[src/hw/rtl/nlp_pkg.sv]
// ----------------------------------------------------------------------------
// nlp_pkg
// Shared types for the next lexicographic permutation block: controller
// states, the command bundle to the datapath and the status bundle back.
// ----------------------------------------------------------------------------
package nlp_pkg;

  // Width of the element fields on both channels
  localparam int VALUE_W = 16;

  typedef enum logic [2:0] {
    S_LOAD,
    S_REWIND,
    S_SCAN,
    S_SEARCH,
    S_SWAP_A,
    S_SWAP_B,
    S_EMIT_RD,
    S_EMIT_LD
  } state_t;

  // Controller to datapath
  typedef struct packed {
    logic in_ready;    // take input transfers
    logic rewind;      // restart the store walk from the last element
    logic step;        // issue the next read of the walk
    logic search;      // walk looks for the swap partner
    logic take_pivot;  // capture pivot from the read data
    logic no_pivot;    // no ascent: reverse the whole run
    logic take_swap;   // capture swap partner from the read data
    logic wr_pivot;    // write partner value into the pivot slot
    logic wr_swap;     // write pivot value into the partner slot
    logic emit_rd;     // read the first result element
    logic emit_ld;     // load the output register
  } dp_cmd_t;

  // Datapath to controller
  typedef struct packed {
    logic last_in;     // marked input item offered
    logic scan_hit;    // pivot found
    logic scan_end;    // walk reached the first element without an ascent
    logic srch_hit;    // swap partner found
    logic emit_last;   // element being emitted is the final one
    logic out_free;    // output register can take a new element
  } dp_status_t;

endpackage

[src/hw/rtl/nlp_if.sv]
// ----------------------------------------------------------------------------
// nlp_if
// Valid/ready channels of the permutation block: element input and
// permuted element output.
// ----------------------------------------------------------------------------
interface nlp_in_if;
  logic                                valid;
  logic                                ready;
  logic signed [nlp_pkg::VALUE_W-1:0] value;
  logic                                is_last;

  modport source (output valid, output value, output is_last, input ready);
  modport sink   (input valid, input value, input is_last, output ready);
endinterface

interface nlp_out_if;
  logic                                valid;
  logic                                ready;
  logic signed [nlp_pkg::VALUE_W-1:0] value_res;
  logic                                last_out;
  logic                                dropped;

  modport source (output valid, output value_res, output last_out, output dropped,
                  input ready);
  modport sink   (input valid, input value_res, input last_out, input dropped,
                  output ready);
endinterface

[src/hw/rtl/nlp_ram.sv]
// ----------------------------------------------------------------------------
// nlp_ram
// Generic single-write, single-read RAM with registered read data that
// holds while no read is issued.
// ----------------------------------------------------------------------------
module nlp_ram #(
  parameter int WIDTH = 16,
  parameter int DEPTH = 32
) (
  input  logic                     clk,
  input  logic                     wr_en,
  input  logic [$clog2(DEPTH)-1:0] wr_addr,
  input  logic [WIDTH-1:0]         wr_data,
  input  logic                     rd_en,
  input  logic [$clog2(DEPTH)-1:0] rd_addr,
  output logic [WIDTH-1:0]         rd_data
);

  logic [WIDTH-1:0] mem [DEPTH];

  // Write port
  always_ff @(posedge clk) begin
    if (wr_en) begin
      mem[wr_addr] <= wr_data;
    end
  end

  // Registered read port
  always_ff @(posedge clk) begin
    if (rd_en) begin
      rd_data <= mem[rd_addr];
    end
  end

endmodule

[src/hw/rtl/nlp_ctrl.sv]
// ----------------------------------------------------------------------------
// nlp_ctrl
// Sequencer of the permutation block: load, pivot scan, partner search,
// swap and emit.
// ----------------------------------------------------------------------------
module nlp_ctrl (
  input  logic                clk,
  input  logic                rst,
  input  nlp_pkg::dp_status_t status,
  output nlp_pkg::dp_cmd_t    cmd
);
  import nlp_pkg::*;

  state_t state;
  state_t state_next;

  // State register
  always_ff @(posedge clk) begin
    if (rst) begin
      state <= S_LOAD;
    end else begin
      state <= state_next;
    end
  end

  // Next state and commands
  always_comb begin
    cmd        = '0;
    state_next = state;
    unique case (state)
      S_LOAD: begin
        cmd.in_ready = 1'b1;
        if (status.last_in) begin
          state_next = S_REWIND;
        end
      end
      S_REWIND: begin
        cmd.rewind = 1'b1;
        state_next = S_SCAN;
      end
      S_SCAN: begin
        cmd.step = 1'b1;
        if (status.scan_hit) begin
          cmd.take_pivot = 1'b1;
          cmd.rewind     = 1'b1;
          state_next     = S_SEARCH;
        end else if (status.scan_end) begin
          cmd.no_pivot = 1'b1;
          state_next   = S_EMIT_RD;
        end
      end
      S_SEARCH: begin
        cmd.step   = 1'b1;
        cmd.search = 1'b1;
        if (status.srch_hit) begin
          cmd.take_swap = 1'b1;
          state_next    = S_SWAP_A;
        end
      end
      S_SWAP_A: begin
        cmd.wr_pivot = 1'b1;
        state_next   = S_SWAP_B;
      end
      S_SWAP_B: begin
        cmd.wr_swap = 1'b1;
        state_next  = S_EMIT_RD;
      end
      S_EMIT_RD: begin
        cmd.emit_rd = 1'b1;
        state_next  = S_EMIT_LD;
      end
      S_EMIT_LD: begin
        if (status.out_free) begin
          cmd.emit_ld = 1'b1;
          if (status.emit_last) begin
            state_next = S_LOAD;
          end
        end
      end
      default: begin
        state_next = S_LOAD;
      end
    endcase
  end

endmodule

[src/hw/rtl/nlp_dp.sv]
// ----------------------------------------------------------------------------
// nlp_dp
// Datapath of the permutation block: element store, walk pointer with
// compare, pivot and partner registers, reversed-tail read addressing and
// the output register.
// ----------------------------------------------------------------------------
module nlp_dp #(
  parameter int MAX_LEN    = 32,
  parameter int ELEM_WIDTH = 16
) (
  input  logic                clk,
  input  logic                rst,
  nlp_in_if.sink              items,
  nlp_out_if.source           results,
  input  nlp_pkg::dp_cmd_t    cmd,
  output nlp_pkg::dp_status_t status
);
  import nlp_pkg::*;

  localparam int IW = $clog2(MAX_LEN);
  localparam int CW = $clog2(MAX_LEN + 1);
  localparam int XW = CW + 1;
  localparam int WW = ELEM_WIDTH + VALUE_W;

  // Control registers
  logic [CW-1:0] count;
  logic          ovf;
  logic [IW-1:0] ptr;
  logic          issued_all;
  logic          rd_vld;
  logic          have_prev;
  logic [CW-1:0] k;
  logic          out_vld;

  // Payload registers
  logic [IW-1:0]         rd_idx;
  logic [ELEM_WIDTH-1:0] prev;
  logic [IW-1:0]         piv_idx;
  logic [ELEM_WIDTH-1:0] piv_val;
  logic [IW-1:0]         sw_idx;
  logic [ELEM_WIDTH-1:0] sw_val;
  logic [CW-1:0]         lo;
  logic [VALUE_W-1:0]    out_value;
  logic                  out_last;
  logic                  out_dropped;

  // Store ports
  logic                  wr_en;
  logic [IW-1:0]         wr_addr;
  logic [ELEM_WIDTH-1:0] wr_data;
  logic                  rd_en;
  logic [IW-1:0]         rd_addr;
  logic [ELEM_WIDTH-1:0] rd_data;

  logic                  in_fire;
  logic                  has_room;
  logic                  issue;
  logic [CW-1:0]         cnt_m1;
  logic [CW-1:0]         ek;
  logic [XW-1:0]         rev;
  logic [IW-1:0]         emit_addr;
  logic                  emit_read;
  logic [WW-1:0]         in_wide;
  logic [WW-1:0]         out_wide;

  assign items.ready = cmd.in_ready;
  assign in_fire     = items.valid & cmd.in_ready;
  assign has_room    = count < CW'(MAX_LEN);
  assign in_wide     = {{ELEM_WIDTH{1'b0}}, items.value};
  assign out_wide    = {{VALUE_W{1'b0}}, rd_data};
  assign cnt_m1      = count - CW'(1);
  assign issue       = cmd.step & ~issued_all;

  // Result order: head in place, tail after the pivot read backwards
  assign ek        = cmd.emit_ld ? k + CW'(1) : k;
  assign rev       = XW'(count) + XW'(lo) - XW'(ek) - XW'(1);
  assign emit_addr = (ek < lo) ? ek[IW-1:0] : rev[IW-1:0];
  assign emit_read = cmd.emit_rd | (cmd.emit_ld & ~status.emit_last);

  assign rd_en   = issue | emit_read;
  assign rd_addr = issue ? ptr : emit_addr;

  // Store write select: load, then the two halves of the swap
  always_comb begin
    wr_en   = 1'b0;
    wr_addr = count[IW-1:0];
    wr_data = in_wide[ELEM_WIDTH-1:0];
    if (in_fire && has_room) begin
      wr_en = 1'b1;
    end else if (cmd.wr_pivot) begin
      wr_en   = 1'b1;
      wr_addr = piv_idx;
      wr_data = sw_val;
    end else if (cmd.wr_swap) begin
      wr_en   = 1'b1;
      wr_addr = sw_idx;
      wr_data = piv_val;
    end
  end

  // Status back to the controller
  always_comb begin
    status           = '0;
    status.last_in   = items.valid & items.is_last;
    status.scan_hit  = rd_vld & have_prev & ($signed(rd_data) < $signed(prev));
    status.scan_end  = rd_vld & (rd_idx == '0) & ~status.scan_hit;
    status.srch_hit  = rd_vld & ($signed(rd_data) > $signed(piv_val));
    status.emit_last = (k == cnt_m1);
    status.out_free  = ~out_vld | results.ready;
  end

  // Count, overflow flag, walk control, emit index and output valid
  always_ff @(posedge clk) begin
    if (rst) begin
      count      <= '0;
      ovf        <= 1'b0;
      ptr        <= '0;
      issued_all <= 1'b0;
      rd_vld     <= 1'b0;
      have_prev  <= 1'b0;
      k          <= '0;
      out_vld    <= 1'b0;
    end else begin
      if (in_fire) begin
        if (has_room) begin
          count <= count + CW'(1);
        end else begin
          ovf <= 1'b1;
        end
      end
      if (cmd.emit_ld && status.emit_last) begin
        count <= '0;
        ovf   <= 1'b0;
      end
      rd_vld <= issue & ~cmd.rewind;
      if (cmd.rewind) begin
        ptr        <= cnt_m1[IW-1:0];
        issued_all <= 1'b0;
        have_prev  <= 1'b0;
        k          <= '0;
      end else if (cmd.step) begin
        if (issue) begin
          ptr        <= ptr - IW'(1);
          issued_all <= (ptr == '0);
        end
        if (rd_vld) begin
          have_prev <= 1'b1;
        end
      end
      if (cmd.emit_ld) begin
        k       <= k + CW'(1);
        out_vld <= 1'b1;
      end else if (results.ready) begin
        out_vld <= 1'b0;
      end
    end
  end

  // Walk data, pivot and partner capture, output payload
  always_ff @(posedge clk) begin
    if (issue) begin
      rd_idx <= ptr;
    end
    if (cmd.step && rd_vld) begin
      prev <= rd_data;
    end
    if (cmd.take_pivot) begin
      piv_idx <= rd_idx;
      piv_val <= rd_data;
      lo      <= CW'(rd_idx) + CW'(1);
    end else if (cmd.no_pivot) begin
      lo <= '0;
    end
    if (cmd.take_swap) begin
      sw_idx <= rd_idx;
      sw_val <= rd_data;
    end
    if (cmd.emit_ld) begin
      out_value   <= out_wide[VALUE_W-1:0];
      out_last    <= status.emit_last;
      out_dropped <= ovf;
    end
  end

  assign results.valid     = out_vld;
  assign results.value_res = $signed(out_value);
  assign results.last_out  = out_last;
  assign results.dropped   = out_dropped;

  nlp_ram #(
    .WIDTH (ELEM_WIDTH),
    .DEPTH (MAX_LEN)
  ) u_store (
    .clk     (clk),
    .wr_en   (wr_en),
    .wr_addr (wr_addr),
    .wr_data (wr_data),
    .rd_en   (rd_en),
    .rd_addr (rd_addr),
    .rd_data (rd_data)
  );

  // Store fill never passes its depth
  a_count_range: assert property (@(posedge clk) disable iff (rst)
    count <= CW'(MAX_LEN))
    else $error("element count beyond store depth");

  // Partner search ends before it reaches the pivot slot
  a_search_bound: assert property (@(posedge clk) disable iff (rst)
    (cmd.step && cmd.search && rd_vld) |-> (rd_idx > piv_idx))
    else $error("partner search walked onto the pivot");

  // Result reads stay inside the loaded run
  a_emit_addr: assert property (@(posedge clk) disable iff (rst)
    (emit_read && !issue) |-> (CW'(emit_addr) < count))
    else $error("result read outside the loaded run");

endmodule

[src/hw/rtl/next_lexicographic_permutation.sv]
// ----------------------------------------------------------------------------
// next_lexicographic_permutation
// Loads a run of signed elements and returns its next lexicographic
// permutation, wrapping from the last order back to ascending.
// ----------------------------------------------------------------------------
// Usage:
//   items   : one element per transfer; is_last closes the run. Elements past
//             MAX_LEN are discarded and every result of that run has dropped.
//   results : one transfer per stored element, in order, last_out on the
//             final one. Items are not taken while a run is being worked on.
//   Sequence of a run: loading takes one element per cycle while items are
//   offered; a rewind state follows the marked transfer; the pivot scan
//   reads the store backwards, one entry a cycle; the partner search walks
//   the tail again from the last element; the swap is two store writes; the
//   results leave at one per cycle, while the receiver keeps ready high,
//   after a read start state. The scan, the search and the result reads
//   share the single store read port.
//   A stalled receiver holds the output register; result reads wait with it.
//   The last result may wait in the output register while the next run loads.
//   Reset (rst, synchronous) empties the run and clears the overflow flag;
//   store contents are not cleared and need no clearing pass.
// ----------------------------------------------------------------------------
module next_lexicographic_permutation #(
  parameter int MAX_LEN    = 32,
  parameter int ELEM_WIDTH = 16
) (
  input  logic      clk,
  input  logic      rst,
  nlp_in_if.sink    items,
  nlp_out_if.source results
);
  import nlp_pkg::*;

  dp_cmd_t    cmd;
  dp_status_t status;

  nlp_ctrl u_ctrl (
    .clk    (clk),
    .rst    (rst),
    .status (status),
    .cmd    (cmd)
  );

  nlp_dp #(
    .MAX_LEN    (MAX_LEN),
    .ELEM_WIDTH (ELEM_WIDTH)
  ) u_dp (
    .clk     (clk),
    .rst     (rst),
    .items   (items),
    .results (results),
    .cmd     (cmd),
    .status  (status)
  );

endmodule
[src/flat_wrapper.sv]
// flat-port wrapper written by rule: the top's interface ports become plain ports
module next_lexicographic_permutation_flat import nlp_pkg::*;
#(
  parameter int MAX_LEN    = 32,
  parameter int ELEM_WIDTH = 16
)
  (clk, rst, items_valid, items_value, items_is_last, items_ready, results_valid, results_value_res, results_last_out, results_dropped, results_ready);
  nlp_in_if items_i ();
  nlp_out_if results_i ();
  input  logic clk;
  input  logic rst;
  input wire logic [$bits(items_i.valid)-1:0] items_valid;
  input wire logic [$bits(items_i.value)-1:0] items_value;
  input wire logic [$bits(items_i.is_last)-1:0] items_is_last;
  output wire logic [$bits(items_i.ready)-1:0] items_ready;
  output wire logic [$bits(results_i.valid)-1:0] results_valid;
  output wire logic [$bits(results_i.value_res)-1:0] results_value_res;
  output wire logic [$bits(results_i.last_out)-1:0] results_last_out;
  output wire logic [$bits(results_i.dropped)-1:0] results_dropped;
  input wire logic [$bits(results_i.ready)-1:0] results_ready;
  assign items_i.valid = items_valid;
  assign items_i.value = items_value;
  assign items_i.is_last = items_is_last;
  assign items_ready = items_i.ready;
  assign results_valid = results_i.valid;
  assign results_value_res = results_i.value_res;
  assign results_last_out = results_i.last_out;
  assign results_dropped = results_i.dropped;
  assign results_i.ready = results_ready;
  next_lexicographic_permutation #(.MAX_LEN(MAX_LEN), .ELEM_WIDTH(ELEM_WIDTH)) u_core (.clk(clk), .rst(rst), .items(items_i), .results(results_i));
endmodule
[config.mk]
export PLATFORM = sky130hd
export DESIGN_NAME = next_lexicographic_permutation_flat
export DESIGN_NICKNAME = d
export VERILOG_FILES = /design/src/hw/rtl/nlp_pkg.sv /design/src/hw/rtl/nlp_if.sv /design/src/hw/rtl/nlp_ram.sv /design/src/hw/rtl/nlp_ctrl.sv /design/src/hw/rtl/nlp_dp.sv /design/src/hw/rtl/next_lexicographic_permutation.sv /design/src/flat_wrapper.sv
export SDC_FILE = /design/constraint.sdc
export NUM_CORES = 1
export LEC_CHECK = 0
export BUFFER_PORTS_ARGS = -buffer_cell sky130_fd_sc_hd__buf_2
export CORE_MARGIN = 8
export CORE_UTILIZATION = 35
export DETAILED_ROUTE_END_ITERATION = 8
export PLACE_DENSITY_LB_ADDON = 0.25
export SYNTH_ARGS = -nofsm -noshare
export SYNTH_HDL_FRONTEND = slang
export SYNTH_SLANG_ARGS = --single-unit
[constraint.sdc]
create_clock -name clk -period 4.4 [get_ports clk]
set_input_delay 0.22 -clock clk [delete_from_list [all_inputs] [get_ports clk]]
set_output_delay 0.22 -clock clk [all_outputs]
set_load 0.01 [all_outputs]
# Word level (Yosys, flattened, before mapping)
# Memory sizes are Yosys's and may differ from the RTL's. A register that Yosys moved wholly into a read port is not among the register bits.
# Index checks and enable logic that the tools add are counted.
totals:
  regBits: 112
  ramBits: 512
  output_inout_bits: 20
  wordCells: 128
  mem_count: 1
memory_table:
  columns: ["name", "words", "width", "rd", "rd_clocked_by_memory_dff", "write_ports", "line_no", "rtl"]
  rows:
  - ["u_core.u_dp.u_store.mem", 32, 16, 1, 1, 1, "nlp_ram.sv:19", "logic [WIDTH-1:0] mem [DEPTH];"]
classes:
  addsub: 8
  order_cmp: 4
  n_eq_ne: 13
  muxes: 44
  bitwise: 19
  reduce_logical: 20
ops:
  columns: ["operator", "count"]
  rows:
  - ["$mux 16", 3]
  - ["$mux 5", 8]
  - ["$mux 6", 5]
  - ["$pmux 3 s8", 1]
  - ["$mux 1", 19]
  - ["$mux 3", 6]
  - ["$gt 16x16->1", 1]
  - ["$lt 16x16->1", 1]
  - ["$add 6x1->6 const B", 2]
  - ["$eq 3x3->1 const B", 4]
  - ["$and 1x1->1", 10]
  - ["$logic_not 5->1", 2]
  - ["$reduce_and 2->1", 5]
  - ["$reduce_bool 2->1", 5]
  - ["$sub 5x1->5 const B", 2]
  - ["$add 5x1->6 const B", 1]
  - ["$eq 3x2->1 const B", 2]
  - ["$eq 6x6->1", 1]
  - ["$lt 6x6->1", 1]
  - ["$lt 6x6->1 const B", 1]
  - ["$ne 2x1->1 const B", 3]
  - ["$not 1->1", 6]
  - ["$reduce_or 2->1", 3]
  - ["$sub 6x1->6 const B", 1]
  - ["other kinds (11)", 15]

# Depth between registers and ports, before layout
# Gate-level depths: netlist of run 1.
depth:
  word_depth: 9
  mapped_depth: 22

# Hierarchy
# From an unflattened synthesis of run 1, not the netlist that was laid out.
unflattened:
  cells_unflattened: 1725
  hier_area_um2: 26955.9
by_module_without_submodules:
  columns: ["module", "instances", "cells_per_inst", "area_each_um2"]
  rows:
  - ["nlp_ram", 1, 1143, 20694.8]
  - ["nlp_dp", 1, 535, 5880.6]
  - ["nlp_ctrl", 1, 47, 380.4]

# Worst setup path before layout of run 1
# Ideal clock, no wire load.
synth_timing:
  path_type: "flip-flop to flip-flop"
  from: "register u_core.u_ctrl.state[1]"
  to: "register u_core.u_dp.u_store.rd_data[10], read port of u_core.u_dp.u_store.mem (data pin)"
  setup_time_ns: 0.258
  arrival_ns: 4.201
  required_ns: 4.142
  path_slack_ns: -0.059
  stages_incl_launch_ff: 20
  path_buffers: 4
  synth_period_minus_slack_ns: 4.459
  path_cell_list: "dfxtp_1 buf_4 and3_1 buf_2 nand2_1 inv_1 ha_1 inv_1 fa_1 inv_1 ha_1 fa_1 a21oi_1 a31o_1 or2_1 buf_6 buf_6 or4_1 o311a_1 o221a_1"
synth_rtl:
  columns: ["element", "line_no", "rtl"]
  rows:
  - ["start, declared", "nlp_ctrl.sv:14", "state_t state;"]
  - ["start signal, assigned", "nlp_ctrl.sv:22", "state <= state_next;"]
  - ["end, declared", "nlp_ram.sv:16", "output logic [WIDTH-1:0] rd_data"]

# Worst setup path after layout of run 1
layout_timing:
  from: "register u_core.u_ctrl.state[1]"
  to: "register u_core.u_dp.u_store.rd_data[0], read port of u_core.u_dp.u_store.mem (data pin)"
layout_via:
  elab_chain_len: 7
  word_cells_on_any_way: 18
  classes_between: "2 x add/sub; 1 x order compare; 4 x eq/ne; 6 x mux; 4 x bitwise; 1 x reduce/logical"
layout_rtl:
  columns: ["element", "line_no", "rtl"]
  rows:
  - ["$eq 3x3->1", "nlp_ctrl.sv:30", "unique case (state)"]
  - ["$mux 1", "nlp_ctrl.sv:30", null]
  - ["$mux 6", "nlp_dp.sv:75", "assign ek = cmd.emit_ld ? k + CW'(1) : k;"]
  - ["$sub 5x5->5", "nlp_dp.sv:76", "assign rev = XW'(count) + XW'(lo) - XW'(ek) - XW'(1);"]
  - ["$sub 5x1->5", "nlp_dp.sv:76", null]
  - ["$mux 5", "nlp_dp.sv:77", "assign emit_addr = (ek < lo) ? ek[IW-1:0] : rev[IW-1:0];"]
  - ["$mux 5", "nlp_dp.sv:81", "assign rd_addr = issue ? ptr : emit_addr;"]
# Several ways; a longest one is shown, not always the timed one.
# A chain may end at the register's enable or synchronous reset.

==> results of run 1 <==
[synth_stat cells, drive strengths merged (11+ instances only)]
master  count
a21o       17
a31oi      11
o311a      14
mux2i      57
a21oi     204
nand4      11
clkbuf     55
o21ai      44
buf        64
edfxtp    615
ha         47
nand3      54
a221oi     15
inv        60
xor2       11
dfxtp      25
and3       34
a22oi      17
or4        15
nand2     455
nor3       47
nor2       97
xnor2      16
o221a      15
[flip-flops by register name, indices dropped and copies added, names as in the netlist]
| signal | cells |
|---|---|
| u_core.u_dp.u_store.mem | 512 |
| u_core.u_dp.piv_val | 16 |
| u_core.u_dp.prev | 16 |
| u_core.u_dp.results.value_res | 16 |
| u_core.u_dp.sw_val | 16 |
| u_core.u_dp.u_store.rd_data | 16 |
| u_core.u_dp.count | 6 |
| u_core.u_dp.k | 6 |
| u_core.u_dp.lo | 6 |
| u_core.u_dp.piv_idx | 5 |
| u_core.u_dp.ptr | 5 |
| u_core.u_dp.rd_idx | 5 |
| u_core.u_dp.sw_idx | 5 |
| u_core.u_ctrl.state | 3 |
| u_core.u_dp.have_prev | 1 |
| u_core.u_dp.issued_all | 1 |
| u_core.u_dp.ovf | 1 |
| u_core.u_dp.rd_vld | 1 |
| u_core.u_dp.results.dropped | 1 |
| u_core.u_dp.results.last_out | 1 |
| u_core.u_dp.results.valid | 1 |
[per-stage QoR]
stage	area, µm²	utilization	total power, W
2_1_floorplan	27000	-	0.00889
3_3_place_gp	29700	0.390	0.0103
3_5_place_dp	29700	0.390	0.0103
4_1_cts	32000	0.421	0.0157
5_1_grt	32600	0.428	0.0164
6_report	32600	0.428	0.0158
[routing by layer]
metal,vias to the layer above,GRT usage,part of all wire
met5,-,0,0
met4,0,0.0492,0.024
met3,111,0.0282,0.071
met2,664,0.276,0.46
met1,8971,0.248,0.45
li1,8125,-,-
[worst max path at each step]
stage / from / endpoint / slack [ns]
final: u_core.u_ctrl.state[1]$_SDFFE_PP0P_ / u_core.u_dp.u_store.rd_data[0]$_DFFE_PP_ / 0.07
after global routing: u_core.u_ctrl.state[2]$_SDFFE_PP0P_ / u_core.u_dp.u_store.rd_data[13]$_DFFE_PP_ / -0.02
after CTS: u_core.u_ctrl.state[1]$_SDFFE_PP0P_ / u_core.u_dp.u_store.rd_data[13]$_DFFE_PP_ / 0.002
after detailed placement: u_core.u_ctrl.state[1]$_SDFFE_PP0P_ / u_core.u_dp.u_store.rd_data[8]$_DFFE_PP_ / -0.40
after global placement: u_core.u_ctrl.state[1]$_SDFFE_PP0P_ / u_core.u_dp.u_store.rd_data[8]$_DFFE_PP_ / -0.30
after floorplan: u_core.u_ctrl.state[1]$_SDFFE_PP0P_ / u_core.u_dp.u_store.rd_data[10]$_DFFE_PP_ / 0.0004
[logic make-up after synthesis]
kind of cell	Yosys count
xor gates and xnor gates	27
and+or+nand+nor	749
AOI/OAI and AO/OA	386
muxes	58
buffers and inverters	179
adders and majority gates	52
DFF	640
[power by group through the flow]
stage	Sequential, W	Combinational (W)	Clock [W]
after floorplan	0.00728	0.00161	0
after global placement	0.00752	0.00273	0
after detailed placement	0.00753	0.00276	0
after CTS	0.00740	0.00289	0.00546
after global routing	0.00742	0.00329	0.00566
final	0.00740	0.00305	0.00535
[layout make-up]
cell class	count	area [µm²]
clock buffers	86	1810
clock inverters	29	211
fillers	7006	43500
inverters	60	234
multi-input cells	1272	7710
flip-flops and latches	640	19000
well taps	1030	1290
repair buffers	262	2320
[repair_timing]
item / in CTS / in global routing
buffers inserted: 4 / 14
pin swaps: 5 / 18
gates cloned: 2 / 5
hold endpoints to repair: 11 / 0
endpoints found under the setup margin: 16 / 16
hold buffers: 4 / 0
resized for setup: 42 / 70
[worst max-delay path, delay by kind of cell (launching register included)]
kind	cells	cell delay, ns
AO/OA/AOI/OAI	5	0.99
adder cells (fa/ha/maj)	2	1.01
buffers and inverters	4	0.54
flip-flops	1	0.32
AND/OR/NAND/NOR	4	1.18
==> impl_metrics.env, run 1 <==
export IMPL_status="completed"
export IMPL_antenna_found_initial=1
export IMPL_remaining_drc_errors=0
export IMPL_max_freq_ghz=0.231
export IMPL_cts_tree="done"
export IMPL_path_cells="and3_4 > buf_4 > a31o_2 > nand2_2 > inv_2 > fa_1 > buf_4 > fa_1 > a21oi_1 > a31o_1 > or2_4 > buf_12 > or4_1 > o311a_1 > o221a_1"
export IMPL_tightest_slew_ns=1.42
export IMPL_core_um2=76100
export IMPL_synth_seq_cells=640
export IMPL_drt_wirelength_per_cell_um=23.2
export IMPL_fin_cells=3379
export IMPL_dr_pass1_iters=7
export IMPL_place_hpwl_um=50200
export IMPL_preCtsSetupSlack_ns=-0.403
export IMPL_antenna_left=0
export IMPL_rows=101
export IMPL_syn_to_final_growth_pct=20.8
export IMPL_num_vias=17900
export IMPL_cts_htree_levels=3
export IMPL_min_period_ns=4.33
export IMPL_crit_arrival_ns=4.68
export IMPL_netlist_area_um2=27000
export IMPL_grt_pass1_vias=17400
export IMPL_maxCapViolations=0
export IMPL_synthDistinctLibCells=71
export IMPL_finalWorstSetupSlack_ns=0.0663
export IMPL_start_util=0.354
export IMPL_grt_max_degree=51
export IMPL_layout_commonest_cell="edfxtp_1"
export IMPL_synth_top_area_frac=0.685
export IMPL_seq_area_frac_synth=0.704
export IMPL_hold_path_depth=3
export IMPL_min_from="items_is_last"
export IMPL_synth_edf_count=615
export IMPL_synthMuxAreaShare=0.0216
export IMPL_yosysTopAreaCell="edfxtp_1"
export IMPL_drive_gt1_frac=0.193
export IMPL_crit_path_end_kind="register"
export IMPL_via_per_inst=5.29
export IMPL_slowest_delay_ns=0.57
export IMPL_grt_usage=0.175
export IMPL_clockBufferDepth=3
export IMPL_p_int_w=0.0113
export IMPL_cellLeakagePower_nw=11.4
export IMPL_die_x_um=293
export IMPL_yosys_area_share_simple=0.120
export IMPL_syn_avg_cell_area_um2=12.9
export IMPL_insertion_delay_ns=0.61
export IMPL_syn_num_nets=2164
export IMPL_synth_compound_area_frac=0.0906
export IMPL_wirelength_um=78400
export IMPL_synth_xor_area_share=0.00877
export IMPL_yosys_warnings=0
export IMPL_synth_area_top_cells="edfxtp_1 (69%), nand2_1 (6.3%), a21oi_1 (3.8%)"
export IMPL_drv_slew=0
export IMPL_r2r_cells=15
export IMPL_final_nets=2378
export IMPL_seqPwrFrac=0.468
export IMPL_min_period_over_period=0.985
export IMPL_insertedDiodeCount=0
export IMPL_grt_pass1_wl_um=114000
export IMPL_critPathKind="register to register"
export IMPL_path_clk_slew_ns=0.06
export IMPL_timing_rr_end="u_core.u_dp.u_store.rd_data[0]$_DFFE_PP_"
export IMPL_ir_drop_v=0.000241
export IMPL_pin_count=41
export IMPL_ys_flop_type="edfxtp_1"
export IMPL_start_kind="register"
export IMPL_die_h_um=293
export IMPL_holdPathEnd="u_core.u_ctrl.state[0]$_SDFFE_PP0P_"
export IMPL_synth_fa_ha_area_frac=0.0255
export IMPL_drtIter0Drc=1627
export IMPL_cp_slowest_cell="or4_1"
export IMPL_cts_sinks=640
export IMPL_reg2reg_from="u_core.u_ctrl.state[1]$_SDFFE_PP0P_"
export IMPL_place_gp_congestion=0.850
export IMPL_synth_cells=2091
export IMPL_clock_skew_ns=0.0205
export IMPL_setup_viol=0
export IMPL_switching_share=0.285
export IMPL_required_ns=4.75
export IMPL_cts_root_buffer_cell="clkbuf_16"
export IMPL_cp_max_fo=19
export IMPL_slew_headroom=0.0518
export IMPL_finalHoldViolations=0
export IMPL_hp_class="input port to register"
export IMPL_r2r_setup_slack_ns=0.07
export IMPL_finalSetupTns_ns=0
export IMPL_synth_top_family_by_area="simple AND/OR/NAND/NOR gates"
export IMPL_hold_slack_ns=0.170
export IMPL_p_sw_w=0.00450
export IMPL_p_per_area_nw_per_um2=485
export IMPL_dp_cells=3235
export IMPL_grt_overflow_total=0
export IMPL_portBuffers=40
export IMPL_die_area_um2=86100
export IMPL_power_frac_comb=0.193
export IMPL_final_cell_mix="edfxtp_1 (615), nand2_1 (452), a21oi_1 (200)"
export IMPL_pwr_share_clk=0.338
export IMPL_cts_buffers=69
export IMPL_async_flop_share=0
Power figures use the tool's default switching activity.
==> run 2, diff against run 1 <==
--- a/config.mk
+++ b/config.mk
@@ -7,7 +7,7 @@
 export LEC_CHECK = 0
 export BUFFER_PORTS_ARGS = -buffer_cell sky130_fd_sc_hd__buf_2
 export CORE_MARGIN = 8
-export CORE_UTILIZATION = 35
+export CORE_UTILIZATION = 57
 export DETAILED_ROUTE_END_ITERATION = 8
 export PLACE_DENSITY_LB_ADDON = 0.25
 export SYNTH_ARGS = -nofsm -noshare
==> impl_metrics.env, run 2 (synthesis results as in run 1) <==
export IMPL_largest_reg_flops=512
export IMPL_cts_sinks=640
export IMPL_slew_headroom=-0.0230
export IMPL_die_h_um=233
export IMPL_antenna_left=0
export IMPL_grt_overflow_total=0
export IMPL_min_period_over_period=0.977
export IMPL_wirelength_um=70000
export IMPL_dp_cells=2774
export IMPL_die_x_um=233
export IMPL_drt_wirelength_per_cell_um=24.1
export IMPL_clockBufferDepth=3
export IMPL_crit_path_end_kind="register"
export IMPL_finalHoldViolations=0
export IMPL_slowest_delay_ns=0.57
export IMPL_p_int_w=0.0112
export IMPL_pin_count=41
export IMPL_min_period_ns=4.30
export IMPL_hp_class="input port to register"
export IMPL_critPathKind="register to register"
export IMPL_rsz0062_at_grt="false"
export IMPL_cellLeakagePower_nw=11.0
export IMPL_place_hpwl_um=43400
export IMPL_p_sw_w=0.00424
export IMPL_maxCapViolations=1
export IMPL_antenna_found_initial=2
export IMPL_fin_cells=2909
export IMPL_power_frac_comb=0.185
export IMPL_core_um2=46700
export IMPL_rows=79
export IMPL_tightest_slew_ns=1.53
export IMPL_ir_drop_v=0.000452
export IMPL_remaining_drc_errors=0
export IMPL_cp_slowest_cell="fa_1"
export IMPL_drive_gt1_frac=0.157
export IMPL_drv_slew=26
export IMPL_crit_arrival_ns=4.65
export IMPL_fillCellCount=3255
export IMPL_clock_skew_ns=0.0177
export IMPL_dr_pass1_iters=6
export IMPL_grt_usage=0.254
export IMPL_path_cells="nand3_1 > o21ai_2 > and2_4 > inv_1 > fa_1 > inv_1 > ha_1 > fa_1 > a21oi_2 > a31o_1 > or2_4 > buf_12 > or4_1 > o311a_1 > o221a_1"
export IMPL_cts_buffers=66
export IMPL_switching_share=0.275
export IMPL_cts_tree="done"
export IMPL_p_per_area_nw_per_um2=495
export IMPL_insertedDiodeCount=0
export IMPL_violations="capacitance limit, slew limit"
export IMPL_portBuffers=40
export IMPL_status="complete, but fails checks"
export IMPL_postPlaceCellArea_um2=28800
export IMPL_syn_to_final_growth_pct=15.9
export IMPL_cp_startpoint="u_core.u_ctrl.state[1]$_SDFFE_PP0P_"
export IMPL_insertion_delay_ns=0.60
export IMPL_path_clk_slew_ns=0.06
export IMPL_die_area_um2=54500
export IMPL_max_freq_ghz=0.233
export IMPL_cp_num_buf_inv=3
export IMPL_place_gp_congestion=0.870
export IMPL_min_from="results_ready"
export IMPL_cts_root_buffer_cell="clkbuf_16"
export IMPL_via_per_inst=6.16
export IMPL_grt_max_degree=66
export IMPL_drtIter0Drc=2122
export IMPL_setup_viol=0
export IMPL_required_ns=4.75
export IMPL_final_nets=2324
export IMPL_start_kind="register"
export IMPL_num_vias=17900
export IMPL_final_cell_mix="edfxtp_1 (615), nand2_1 (453), a21oi_1 (201)"
export IMPL_cp_top_family="adder cells"
export IMPL_reg2reg_from="u_core.u_ctrl.state[1]$_SDFFE_PP0P_"
export IMPL_grt_pass1_wl_um=104000
export IMPL_regMostFlops="u_core.u_dp.u_store.mem"
export IMPL_start_util=0.578
export IMPL_cts_htree_levels=3
export IMPL_grt_pass1_vias=17500
export IMPL_layout_commonest_cell="edfxtp_1"
export IMPL_seqPwrFrac=0.475
export IMPL_cp_max_fo=19
export IMPL_final_area_um2=31200
export IMPL_pwr_share_clk=0.341
## run 2: final timing paths
| path | to | depth (start not counted) | slack, ns |
|---|---|---|---|
| setup / recovery | u_core.u_dp.u_store.rd_data[5]$_DFFE_PP_ | 15 | 0.10 |
| hold / removal | u_core.u_dp.results.valid$_SDFFE_PP0P_ | 3 | 0.03 |
| setup reg to reg | u_core.u_dp.u_store.rd_data[5]$_DFFE_PP_ | 15 | 0.10 |
| hold reg to reg | u_core.u_dp.results.dropped$_DFFE_PP_ | 0 | 0.44 |
## run 2: timing repair
item                                    4_1_cts  5_1_grt
hold endpoints to repair                      5        0
cloned                                        1        4
buffers inserted                              1        8
pin swaps                                     1        8
gates resized for setup                      17       34
endpoints found under the setup margin       15       16
hold buffers                                  2        0
## run 2: cell type report
type                            instances  area [µm²]  share of cell area
Clock buffer                           86        1830              0.0587
Multi-Input combinational cell       1273        7450               0.238
Timing Repair Buffer                  210        1790              0.0573
Clock inverter                         33         196             0.00629
Tap cell                              607         759              0.0243
Sequential cell                       640       19000               0.607
Inverter                               60         234             0.00749
## run 2: per-stage QoR
stage,utilization,power (W),worst slack [ns],hold WS [ns],TNS (ns)
floorplan,-,0.00889,0.000444,0.376,0
global route,0.669,0.0160,0.00902,0.0660,0
detailed placement,0.617,0.0101,-0.222,0.422,-1.89
finish,0.669,0.0155,0.100,0.0302,0
global placement,0.617,0.0100,-0.100,0.422,-0.222
CTS,0.663,0.0154,0.0147,0.0404,0
## run 2: power by group through the flow
stage                     Clock, W  Combinational, W  Sequential [W]
after CTS                  0.00534           0.00274         0.00732
after detailed placement         0           0.00268         0.00745
after floorplan                  0           0.00161         0.00728
after global routing       0.00559           0.00305         0.00734
after global placement           0           0.00261         0.00743
final                      0.00527           0.00285         0.00733
## run 2: worst reg2reg max path: cells and delay by family, from the launching register on
kind | cells | cell delay (ns)
adder cells (fa/ha/maj) | 3 | 1.26
AO/OA/AOI/OAI | 5 | 0.92
buffers and inverters | 3 | 0.29
AND/OR/NAND/NOR | 4 | 1.20
flip-flops | 1 | 0.37
## run 2: metal layers
layer  vias up  routed length [µm]  global-route usage
met3       172                6220              0.0443
met1      8777               27300               0.331
met5         -                   0                   0
met2       938               33700               0.419
met4         0                2860               0.108
li1       8019                   -                   -
